==> config.mk <==
export PLATFORM = sky130hd
export DESIGN_NAME = abkf_front
export DESIGN_NICKNAME = d
export VERILOG_FILES = /design/src/hw/rtl/abkf_pkg.sv /design/src/hw/rtl/abkf_front.sv
export SDC_FILE = /design/constraint.sdc
export NUM_CORES = 1
export LEC_CHECK = 0
export ABC_AREA = 1
export BUFFER_PORTS_ARGS = -buffer_cell sky130_fd_sc_hd__buf_4
export CAP_MARGIN = 25
export CORE_ASPECT_RATIO = 1.2
export CORE_MARGIN = 2
export CORE_UTILIZATION = 23
export DETAILED_ROUTE_END_ITERATION = 8
export PLACE_DENSITY = 0.44
export SYNTH_ARGS = -nofsm -noshare
export SYNTH_HDL_FRONTEND = slang
export SYNTH_SLANG_ARGS = --single-unit
==> constraint.sdc <==
create_clock -name i_clk -period 7.5 [get_ports i_clk]
set_input_delay 0.75 -clock i_clk [delete_from_list [all_inputs] [get_ports i_clk]]
set_output_delay 0.75 -clock i_clk [all_outputs]
set_load 0.005 [all_outputs]
==> src/hw/rtl/abkf_pkg.sv <==
// ---------------------------------------------------------------------------
// abkf_pkg
// Shared types and constants of the angle / gyro-bias Kalman filter.
// ---------------------------------------------------------------------------
package abkf_pkg;

    // noise register width and reset values
    localparam int          NOISE_W       = 47;
    localparam logic [46:0] PNA_RESET     = 47'd85899;
    localparam logic [46:0] PNB_RESET     = 47'd429496730;
    localparam logic [46:0] MN_RESET      = 47'd1288490189;

    // register indexes on the configuration port
    localparam logic [1:0]  REG_PNA       = 2'd0;
    localparam logic [1:0]  REG_PNB       = 2'd1;
    localparam logic [1:0]  REG_MN        = 2'd2;

    // operation codes of an input word
    localparam logic        OP_PREDICT    = 1'b0;
    localparam logic        OP_UPDATE     = 1'b1;

    // status of a multi-cycle arithmetic unit
    typedef struct packed {
        logic done;
        logic sat;
    } t_unit_stat;

    // sequencer of the back end
    typedef enum logic [4:0] {
        ST_IDLE,
        ST_P0, ST_P1, ST_P2, ST_P3, ST_P4, ST_P5,
        ST_U0, ST_U1, ST_U2, ST_U3, ST_U4, ST_U5, ST_U6, ST_U7, ST_U8,
        ST_OUT
    } t_seq_state;

    typedef enum logic [2:0] {
        MS_IDLE, MS_ABS, MS_PROD, MS_ACC, MS_FIN
    } t_mul_state;

    typedef enum logic [1:0] {
        DS_IDLE, DS_ABS, DS_RUN, DS_FIN
    } t_div_state;

endpackage

==> src/hw/rtl/abkf_front.sv <==
// ---------------------------------------------------------------------------
// abkf_front
// Input side: takes words and holds them in a two-entry queue.
// ---------------------------------------------------------------------------
module abkf_front import abkf_pkg::*; #(
    parameter int DW = 48
) (
    input  logic                 i_clk,
    input  logic                 i_rst_n,
    input  logic                 i_valid,
    output logic                 o_stall,
    input  logic                 i_operation,
    input  logic signed [DW-1:0] i_gyro_rate,
    input  logic [31:0]          i_time_step,
    input  logic signed [DW-1:0] i_measured_angle,
    output logic                 o_q_valid,
    input  logic                 i_pop,
    output logic                 o_q_update,
    output logic signed [DW-1:0] o_q_rate,
    output logic [31:0]          o_q_tstep,
    output logic signed [DW-1:0] o_q_meas
);

    localparam int EW = 1 + DW + 32 + DW;

    logic [EW-1:0] r_mem [2];
    logic          r_wp, r_rp;
    logic [1:0]    r_cnt;
    logic          w_push, w_pop;
    logic [EW-1:0] w_head;

    assign o_stall   = (r_cnt == 2'd2);
    assign o_q_valid = (r_cnt != 2'd0);
    assign w_push    = i_valid && !o_stall;
    assign w_pop     = i_pop && o_q_valid;

    // queue pointers and fill count
    always_ff @(posedge i_clk) begin
        if (!i_rst_n) begin
            r_wp  <= 1'b0;
            r_rp  <= 1'b0;
            r_cnt <= 2'd0;
        end else begin
            if (w_push) r_wp <= !r_wp;
            if (w_pop)  r_rp <= !r_rp;
            r_cnt <= r_cnt + 2'(w_push) - 2'(w_pop);
        end
    end

    // queue storage, operation classified into its flag
    always_ff @(posedge i_clk) begin
        if (w_push) begin
            r_mem[r_wp] <= {i_operation == OP_UPDATE, i_gyro_rate, i_time_step,
                            i_measured_angle};
        end
    end

    assign w_head = r_mem[r_rp];
    assign o_q_update = w_head[EW-1];
    assign o_q_rate   = w_head[EW-2 -: DW];
    assign o_q_tstep  = w_head[DW+31 -: 32];
    assign o_q_meas   = w_head[DW-1:0];

endmodule

==> run summary, run 1 <==
Status: completed
Mapped cell area: 9600 µm²
CTS tree: built
Min-delay worst type: in -> reg
Reg2Reg Depth: 5
Top cells by area, synth: edfxtp_1 81%, mux2_2 15%, buf_6 1.5%
Max-slew headroom: 33.2%
Unrepaired setup endpoints after global routing: no
Count of cell types in the netlist: 11
Clock Skews: 0.0249 ns
Worst reg2reg startpoint: r_cnt[0]$_SDFF_PN0_
Post-synthesis net count: 573
Largest net degree at the start of global routing: 72
Rows: 81
CP Class: reg -> out
Post-DP HPWL: 14200 µm
Final worst path period share: 50.8%
Max Clk Rate: 0.263 GHz
Seq/Total Area, Yosys: 81.8%
Port bufs: 263
CP Data Required Time: 6.75 ns
Total Routed Length: 21700 µm
Die height: 228 µm
Clk slew on worst S/H paths: 0.06 ns
CTS Buffer Depth: 3
FF-to-FF End: r_mem[1][122]$_DFFE_PP_
Routability cong.: 0.684
Antenna cells: 0
Syn_area_per_cell: 21.9 µm²
VDD IR-drop max: 0.000164 V
Crit path DAT: 3.06 ns
Core box area: 40900 µm²
Top cell type's share of synthesized area: 80.7%
Initial Util: 23.4%
Initial antenna violation count: 1
Gate power share: 21.8%
Final net count: 857
Worst-Skew Late Latency: 0.56 ns
Crit-path cells: buf_4 > mux2_2 > buf_4
Critical Path Max Stage Delay: 0.94 ns
CTS root buffer: clkbuf_16
Layout area overhead: 35.9%
Die area: 43400 µm²
Final hold vios: 0
Io pins: 264
Cts hold-fix bufs: 0
Die width: 190 µm
Share of power burned in registers: 46.0%
Post-route ant nets: 0
Detailed-route via count: 4917
Flop-to-flop setup slack: 4.90 ns
Final setup viols: 0
Post-CTS resize count: 0
Share of layout cells above drive strength 1: 58.5%
Largest area contributor in the netlist: edfxtp_1
Final slew viol count: 0
Drt wl/cell: 16.9 µm
Pwr dens: 324 nW/µm²
Overflow after GRT: 0
Clock power share: 32.2%
Via count of the first global-routing pass: 5197
TritonRoute pass-1 iters: 4
Final TNS setup: 0 ns
Synth Instances: 438
CTS Buf Count: 29
Post-CTS Setup Bufs: 0
Worst slew pin tran: 1.00 ns
Drt drc: 0
Nature of the critical path startpoint: flop
Most common cell on crit path: buf_4
Sw Ratio: 24.6%
Flip-flop and latch count after synthesis: 263
DRT iter0 DRCs: 190
Int Power: 3.19 mW
CTS HTree Levels: 1
Sw power: 1.04 mW
Max-Cap Viols: 0
Global-route wire length before repair: 31600 µm
Total Power: 4.23 mW
CP max FO: 68
Tot GR Track Use: 9.61%
Tmin final: 3.81 ns
Leakage dissipation: 4.75 nW
Worst setup EP type: primary output
Max stage delay cell, worst path: dfxtp_4
Worst Setup EP: o_q_tstep[20]
Synth Warn #: 0
TritonCTS Sinks: 263
Via density: 3.84
[placed cells by master, fill, tap and decap left out]
cell and n:
nor2_4 1, inv_6 2, dfxtp_1 4, clkinv_1 6, nand2_1 9, dfxtp_4 1, edfxtp_1 258, ha_1 2
clkbuf_1 10, inv_8 1, nand3_1 3, a21oi_1 2, clkbuf_16 29, bufinv_16 3, mux2_2 129, nor2_1 7
inv_1 7, buf_4 267, clkinv_2 2
[metal layers]
layer  up-vias  part of all wire [%]  track usage, %
li1       2286                     -               -
met1      2432                    38            10.7
met2       169                    51            17.1
met3        28                   8.3            3.27
met4         2                   2.2            3.17
met5         -                 0.037               0
[sequential cells by signal, indices dropped and copies added (netlist names), named ones only]
| register | flops |
|---|---|
| r_wp | 1 |
| r_rp | 1 |
| r_cnt | 2 |
| r_mem | 258 |
[worst max-delay path: cells and delay by family, from the launching register on]
kind	cells	cell delay (ns)
flip-flops	1	0.94
buffers and inverters	2	1.00
multiplexers	1	0.45
[cells by family (layout without fill, tap and decap cells)]
| logic type | count (synthesis) | in the layout | share of synthesized area, % |
|---|---|---|---|
| DFF | 263 | 263 | 81.8 |
| adders and majority gates | 2 | 2 | 0.261 |
| buffers and inverters | 22 | 327 | 1.89 |
| and+or+nand+nor | 20 | 20 | 0.821 |
| muxes | 129 | 129 | 15.1 |
| AOI/OAI and AO/OA | 2 | 2 | 0.104 |
[worst min-delay path by stage]
stage | slack (ns) | depth (start not counted) | start | end
global placement | 0.49 | 2 | r_rp$_SDFFE_PN0P_ | r_rp$_SDFFE_PN0P_
CTS | 0.32 | 1 | i_gyro_rate[39] | r_mem[1][119]$_DFFE_PP_
detailed placement | 0.50 | 2 | r_rp$_SDFFE_PN0P_ | r_rp$_SDFFE_PN0P_
finish | 0.37 | 1 | i_gyro_rate[39] | r_mem[1][119]$_DFFE_PP_
global route | 0.33 | 1 | i_measured_angle[12] | r_mem[1][12]$_DFFE_PP_
floorplan | 0.47 | 2 | r_rp$_SDFFE_PN0P_ | flop
[power by group through the flow]
stage	Sequential [mW]	Clock [mW]	Combinational, mW
2_1_floorplan	1.96	0	0.496
3_3_place_gp	1.98	0	0.949
3_5_place_dp	1.98	0	0.950
4_1_cts	1.95	1.42	0.956
5_1_grt	1.97	1.47	1.00
6_report	1.95	1.36	0.920
[cells in the mapped netlist, drive strengths merged]
library cell  count
edfxtp          258
a21oi             2
inv               8
nand2             9
buf              14
dfxtp             5
mux2            129
ha                2
nand3             3
nor2              8
[area by class of cell]
type	count	area, µm²
clock inverters	13	143
fillers	4092	27900
multi-input cells	153	1570
repair buffers	267	2000
flip-flops and latches	263	7850
well taps	539	674
clock buffers	39	763
inverters	8	35.0
[stage by stage]
| stage | hold slack (ns) | worst slack [ns] | util (%) | instances | area [µm²] |
|---|---|---|---|---|---|
| after detailed placement | 0.497 | 4.16 | 29.6 | 1230 | 12100 |
| after global routing | 0.329 | 3.48 | 31.9 | 1282 | 13000 |
| after CTS | 0.319 | 3.51 | 31.9 | 1282 | 13000 |
| after global placement | 0.487 | 4.18 | 29.6 | 1230 | 12100 |
| final | 0.367 | 3.69 | 31.9 | 1282 | 13000 |
| after floorplan | 0.467 | 0.704 | - | 438 | 9600 |
(Power assumes the default switching activity.)
==> run 2: changes to the inputs <==
- ABC_AREA: 1 -> 0
- PLACE_DENSITY: 0.44 -> 0.45
- clock period: 7.5 -> 3.4 ns (I/O delays scaled with it)
==> run 2 against run 1 <==
Effect of this change:
- routed wire length rose by 3.6%
- combinational power rose by 150%
- power rose by 120%
- sequential share of layout area fell by 5.5 points
- critical path depth did not move
- sequential power rose by 120%
- clock power rose by 110%
- design area rose by 10%
- critical endpoint is now o_q_rate[11]
==> run summary, run 2 <==
Status: completed
Syn_area_per_cell: 22.4 µm²
Clk slew on worst S/H paths: 0.06 ns
Max-Cap Viols: 0
WHS Endpoint: r_cnt[0]$_SDFF_PN0_
Most common cell after layout, fill and taps aside: buf_4
Most frequent cells in the layout: 267 x buf_4, 258 x edfxtp_1, 129 x mux2_2, 129 x dlygate4sd3_1, 29 x clkbuf_16
Via density: 3.86
Top cells by area, synth: edfxtp_1 81%, mux2_2 15%, buf_6 1.5%
CTS Buf Count: 28
Max-slew headroom: 68.5%
Multiplexer area fraction after synthesis: 15.3%
Worst slew pin tran: 0.473 ns
TritonCTS Sinks: 263
Crit path DAT: 2.18 ns
Drt drc: 0
Asr flop ratio synth: 0%
Drt wl/cell: 16.0 µm
DRT iter0 DRCs: 137
Layout area overhead: 49.7%
Initial Util: 23.4%
Reg2Reg Depth: 3
Rows: 81
Largest area contributor in the netlist: edfxtp_1
Post-synth EDFFs: 258
Tmin final: 2.52 ns
Post-synth top flop: edfxtp_1
Min Hold Slack: 0.0441 ns
Post-Synth Adder-Cell Area: 0.261%
TritonRoute pass-1 iters: 4
Simple-gate portion of the synthesized area: 0.561%
Count of cell types in the netlist: 17
Final net count: 978
Synth cell count leaders: 258 x edfxtp_1, 129 x mux2_2, 13 x buf_6
VDD IR-drop max: 0.000418 V
Total Routed Length: 22500 µm
Detailed-route via count: 5426
Io pins: 264
Routability cong.: 0.695
CP Data Required Time: 3.06 ns
CTS root buffer: clkbuf_16
Unrepaired setup endpoints after global routing: no
Pwr dens: 650 nW/µm²
Tot GR Track Use: 9.93%
Core box area: 40900 µm²
Post-synthesis net count: 562
Biggest regs: r_mem x258, r_cnt x2
CP Class: reg -> out
Die width: 190 µm
Flip-flop and latch count after synthesis: 263
Post-DP HPWL: 14600 µm
Worst-Skew Late Latency: 0.54 ns
Final hold vios: 0
Flop-to-flop setup slack: 1.56 ns
Min-delay worst type: in -> reg
Largest net degree at the start of global routing: 70
CTS tree: built
Count leader, synth: edfxtp_1
Initial antenna violation count: 1
HP Start: i_rst_n
Synth Warn #: 0
Max FFs per register: 258
Leakage dissipation: 5.28 nW
Main combinational cell family by area after synthesis: multiplexers
Clock Skews: 0.00739 ns
CP max FO: 69
Post-synthesis xor/xnor area fraction: 0.274%
Reg with most FFs: r_mem
Max Clk Rate: 0.398 GHz
Overflow after GRT: 0
Post-route ant nets: 0
Via count of the first global-routing pass: 5869
FF-to-FF End: r_mem[1][100]$_DFFE_PP_
Seq/Total Area, Yosys: 81.9%
Share of layout cells above drive strength 1: 51.0%
Die height: 228 µm
Top cell type's share of synthesized area: 80.8%
Final worst path period share: 74.0%
CTS Buffer Depth: 3
Synth Instances: 427
Mapped cell area: 9590 µm²
Worst setup EP type: primary output
Port bufs: 263
CTS HTree Levels: 1
Synth Area in Compound Gates: 0.0783%
Final TNS setup: 0 ns
Final slew viol count: 0
Global-route wire length before repair: 32900 µm
Worst reg2reg startpoint: r_cnt[0]$_SDFF_PN0_
Nature of the critical path startpoint: flop
Die area: 43300 µm²
Final setup viols: 0
Worst Hold Depth: 2
[run 2: final cells by class]
| class | instances | area, µm² |
|---|---|---|
| fillers | 4036 | 26600 |
| inverters | 3 | 11.3 |
| well taps | 539 | 674 |
| clock buffers | 37 | 756 |
| clock inverters | 14 | 93.8 |
| multi-input cells | 147 | 1590 |
| flip-flops and latches | 263 | 7850 |
| diodes | 1 | 2.50 |
| repair buffers | 400 | 3380 |
[run 2: timing repair]
item | CTS | global route
resized for setup | 0 | 0
endpoints found under the hold margin | 258 | 0
hold buffers | 129 | 0
setup buffers | 0 | 0
[run 2: worst max-delay path by stage]
stage | start | to | slack, ns
after global placement | flop | o_q_meas[43] | 1.41
after CTS | flop | o_q_rate[11] | 0.80
after floorplan | r_cnt[0]$_SDFF_PN0_ | r_mem[0][0]$_DFFE_PP_ | 0.46
after global routing | flop | o_q_rate[11] | 0.72
after detailed placement | flop | o_q_rate[11] | 1.41
final | flop | o_q_rate[11] | 0.88
[run 2: layer usage]
metal / share of wire [%] / up-vias / global-route usage (%) / wire length [µm]
met1: 38 / 2676 / 10.9 / 8640
met3: 7.1 / 41 / 2.87 / 1610
li1: - / 2525 / - / -
met2: 52 / 184 / 18.1 / 11600
met5: 0 / - / 0 / 0
met4: 2.8 / 0 / 3.70 / 622
[run 2: logic make-up after synthesis]
| kind of cell | count (synthesis) |
|---|---|
| AOI/OAI and AO/OA | 1 |
| DFF | 263 |
| muxes | 130 |
| and+or+nand+nor | 11 |
| xor gates and xnor gates | 3 |
| adders and majority gates | 2 |
| buffers and inverters | 17 |
[run 2: critical path, stage by stage (launching register included)]
cell and delay (ns):
dfxtp_4 0.59, buf_12 0.39, mux2_2 0.41, buf_4 0.14
[run 2: metrics by stage]
step	area [µm²]	util, %	power [mW]	std cells	worst slack (ns)
floorplan	9590	-	5.36	427	0.456
global placement	12200	29.8	6.51	1223	1.41
detailed placement	12200	29.8	6.52	1223	1.41
CTS	14400	35.0	9.54	1403	0.804
global route	14400	35.1	9.81	1404	0.725
finish	14400	35.1	9.32	1404	0.885
[run 2: where the power goes]
group / leakage, nW / switching, mW / total [mW] / internal, mW
clock network: 0.414 / 1.19 / 2.82 / 1.63
logic: 2.41 / 0.986 / 2.29 / 1.30
registers: 2.45 / 0.140 / 4.21 / 4.07
total: 5.28 / 2.32 / 9.32 / 7.01
==> run 3: changes to the inputs <==
- clock period: 3.4 -> 2.2 ns (I/O delays scaled with it)
==> run 3 against run 2 <==
Effect of this change:
- clock skew down 0.0014 ns
- non-clock buffer count increased by 7
- first-iteration DRC count increased by 22%
- final cell count rose by 0.43%
- clock power up 63%
- count of clock-buffer cells in the layout shrank 2
- combinational power up 63%
- hold slack improved by 0.068 ns
- largest power group unchanged
- highest routed layer unchanged
==> run summary, run 3 (synthesis gave the netlist of run 2 again) <==
Die width: 190 µm
Gate power share: 25.3%
DRT iter0 DRCs: 167
Tot GR Track Use: 9.95%
Max-Cap Viols: 0
Final hold vios: 0
Final TNS setup: 0 ns
Int Power: 11.2 mW
Largest net degree at the start of global routing: 77
Detailed-route via count: 5412
Port bufs: 263
Share of power burned in registers: 43.7%
TritonCTS Sinks: 263
Clock power share: 31.0%
CTS HTree Levels: 1
Final setup viols: 0
Min-delay worst type: in -> reg
# placed instances: 1224
Max-slew headroom: 65.7%
Flop-to-flop setup slack: 0.59 ns
Overflow after GRT: 0
Final worst path period share: 94.0%
Layout area overhead: 51.7%
Crit path DAT: 1.85 ns
Rows: 81
CTS tree: built
CTS Buffer Depth: 3
Via density: 3.84
Final slew viol count: 0
Final net count: 986
Clk slew on worst S/H paths: 0.06 ns
Biggest regs: r_mem x258, r_cnt x2
Total Routed Length: 22400 µm
Most frequent cells in the layout: 268 x buf_4, 258 x edfxtp_1, 131 x dlygate4sd3_1
Max stage delay cell, worst path: dfxtp_4
Nature of the critical path startpoint: flop
Die area: 43300 µm²
Initial antenna violation count: 1
Total Power: 14.8 mW
Global-route wire length before repair: 33000 µm
Drt wl/cell: 15.9 µm
Max FFs per register: 258
Critical Path Max Stage Delay: 0.43 ns
Unrepaired setup endpoints after global routing: no
Min Hold Slack: 0.112 ns
Post-route cell area: 14500 µm²
Routability cong.: 0.682
CP max FO: 50
CP Data Required Time: 1.98 ns
Leakage dissipation: 5.37 nW
CTS root buffer: clkbuf_16
Post-route ant nets: 0
Max Clk Rate: 0.483 GHz
CP Class: reg -> out
Share of layout cells above drive strength 1: 51.8%
Fill cells: 4009
Status: completed
Sw Ratio: 24.5%
Worst-Skew Late Latency: 0.54 ns
Sw power: 3.62 mW
Post-DP HPWL: 14000 µm
Io pins: 264
Worst setup EP type: primary output
Core box area: 40900 µm²
Non-Filler Instances: 1410
Initial Util: 23.4%
Worst slew pin tran: 0.515 ns
Reg with most FFs: r_mem
TritonRoute pass-1 iters: 4
Tmin final: 2.07 ns
Crit-path cells: buf_12 > mux2_2 > buf_4
Drt drc: 0
Die height: 228 µm
Dpl cell area: 12300 µm²
VDD IR-drop max: 0.000542 V
Most common cell after layout, fill and taps aside: buf_4
Clock Skews: 0.00602 ns
Via count of the first global-routing pass: 5965
Pwr dens: 1020 nW/µm²
CTS Buf Count: 29
-- run 3: repair_timing --
action | 4_1_cts | 5_1_grt
hold buffers | 131 | 0
buffers inserted | 3 | 0
hold endpoints to repair | 263 | 0
setup endpoints to repair | 85 | 0
gates resized for setup | 1 | 0
-- run 3: through the flow --
stage	util (%)	worst slack [ns]
after floorplan	-	-0.649
after global placement	29.9	0.560
after detailed placement	29.9	0.559
after CTS	35.5	0.0612
after global routing	35.5	0.0355
final	35.5	0.131
-- run 3: final timing paths --
kind                            start                      to  cells past startpoint
setup / recovery                 flop            o_q_rate[16]                      3
hold reg to reg     r_rp$_SDFFE_PN0P_                    flop                      2
setup reg to reg  r_cnt[0]$_SDFF_PN0_  r_mem[1][47]$_DFFE_PP_                      3
hold / removal                  i_pop                    flop                      4
-- run 3: cell type report --
| cell class | instances | area, µm² | share of cell area, % |
|---|---|---|---|
| sequential | 263 | 7850 | 54.0 |
| timing repair buffer | 407 | 3500 | 24.1 |
| multi-input combinational | 147 | 1600 | 11.0 |
| clock buffer | 35 | 748 | 5.15 |
| tap | 539 | 674 | 4.64 |
| clock inverter | 15 | 144 | 0.990 |
| inverter | 3 | 11.3 | 0.0775 |
| antenna | 1 | 2.50 | 0.0172 |
-- run 3: layer usage --
| layer | vias up | GRT usage (%) | part of all wire [%] |
|---|---|---|---|
| li1 | 2538 | - | - |
| met1 | 2666 | 10.2 | 37 |
| met2 | 171 | 18.9 | 53 |
| met3 | 37 | 3.21 | 7.9 |
| met4 | 0 | 3.38 | 2.3 |
| met5 | - | 0 | 0 |
-- run 3: power groups by stage --
| stage | clock network (mW) | registers, mW | logic (mW) |
|---|---|---|---|
| 5_1_grt | 4.97 | 6.52 | 4.08 |
| 2_1_floorplan | 0 | 6.54 | 1.77 |
| 4_1_cts | 4.80 | 6.47 | 3.88 |
| 3_5_place_dp | 0 | 6.59 | 3.52 |
| 6_report | 4.60 | 6.46 | 3.74 |
| 3_3_place_gp | 0 | 6.57 | 3.54 |
-- run 3: critical path: cells and delay by family, from the launching register on --
family,cells,cell delay (ns)
buffers and inverters,2,0.41
muxes,1,0.38
DFF,1,0.43
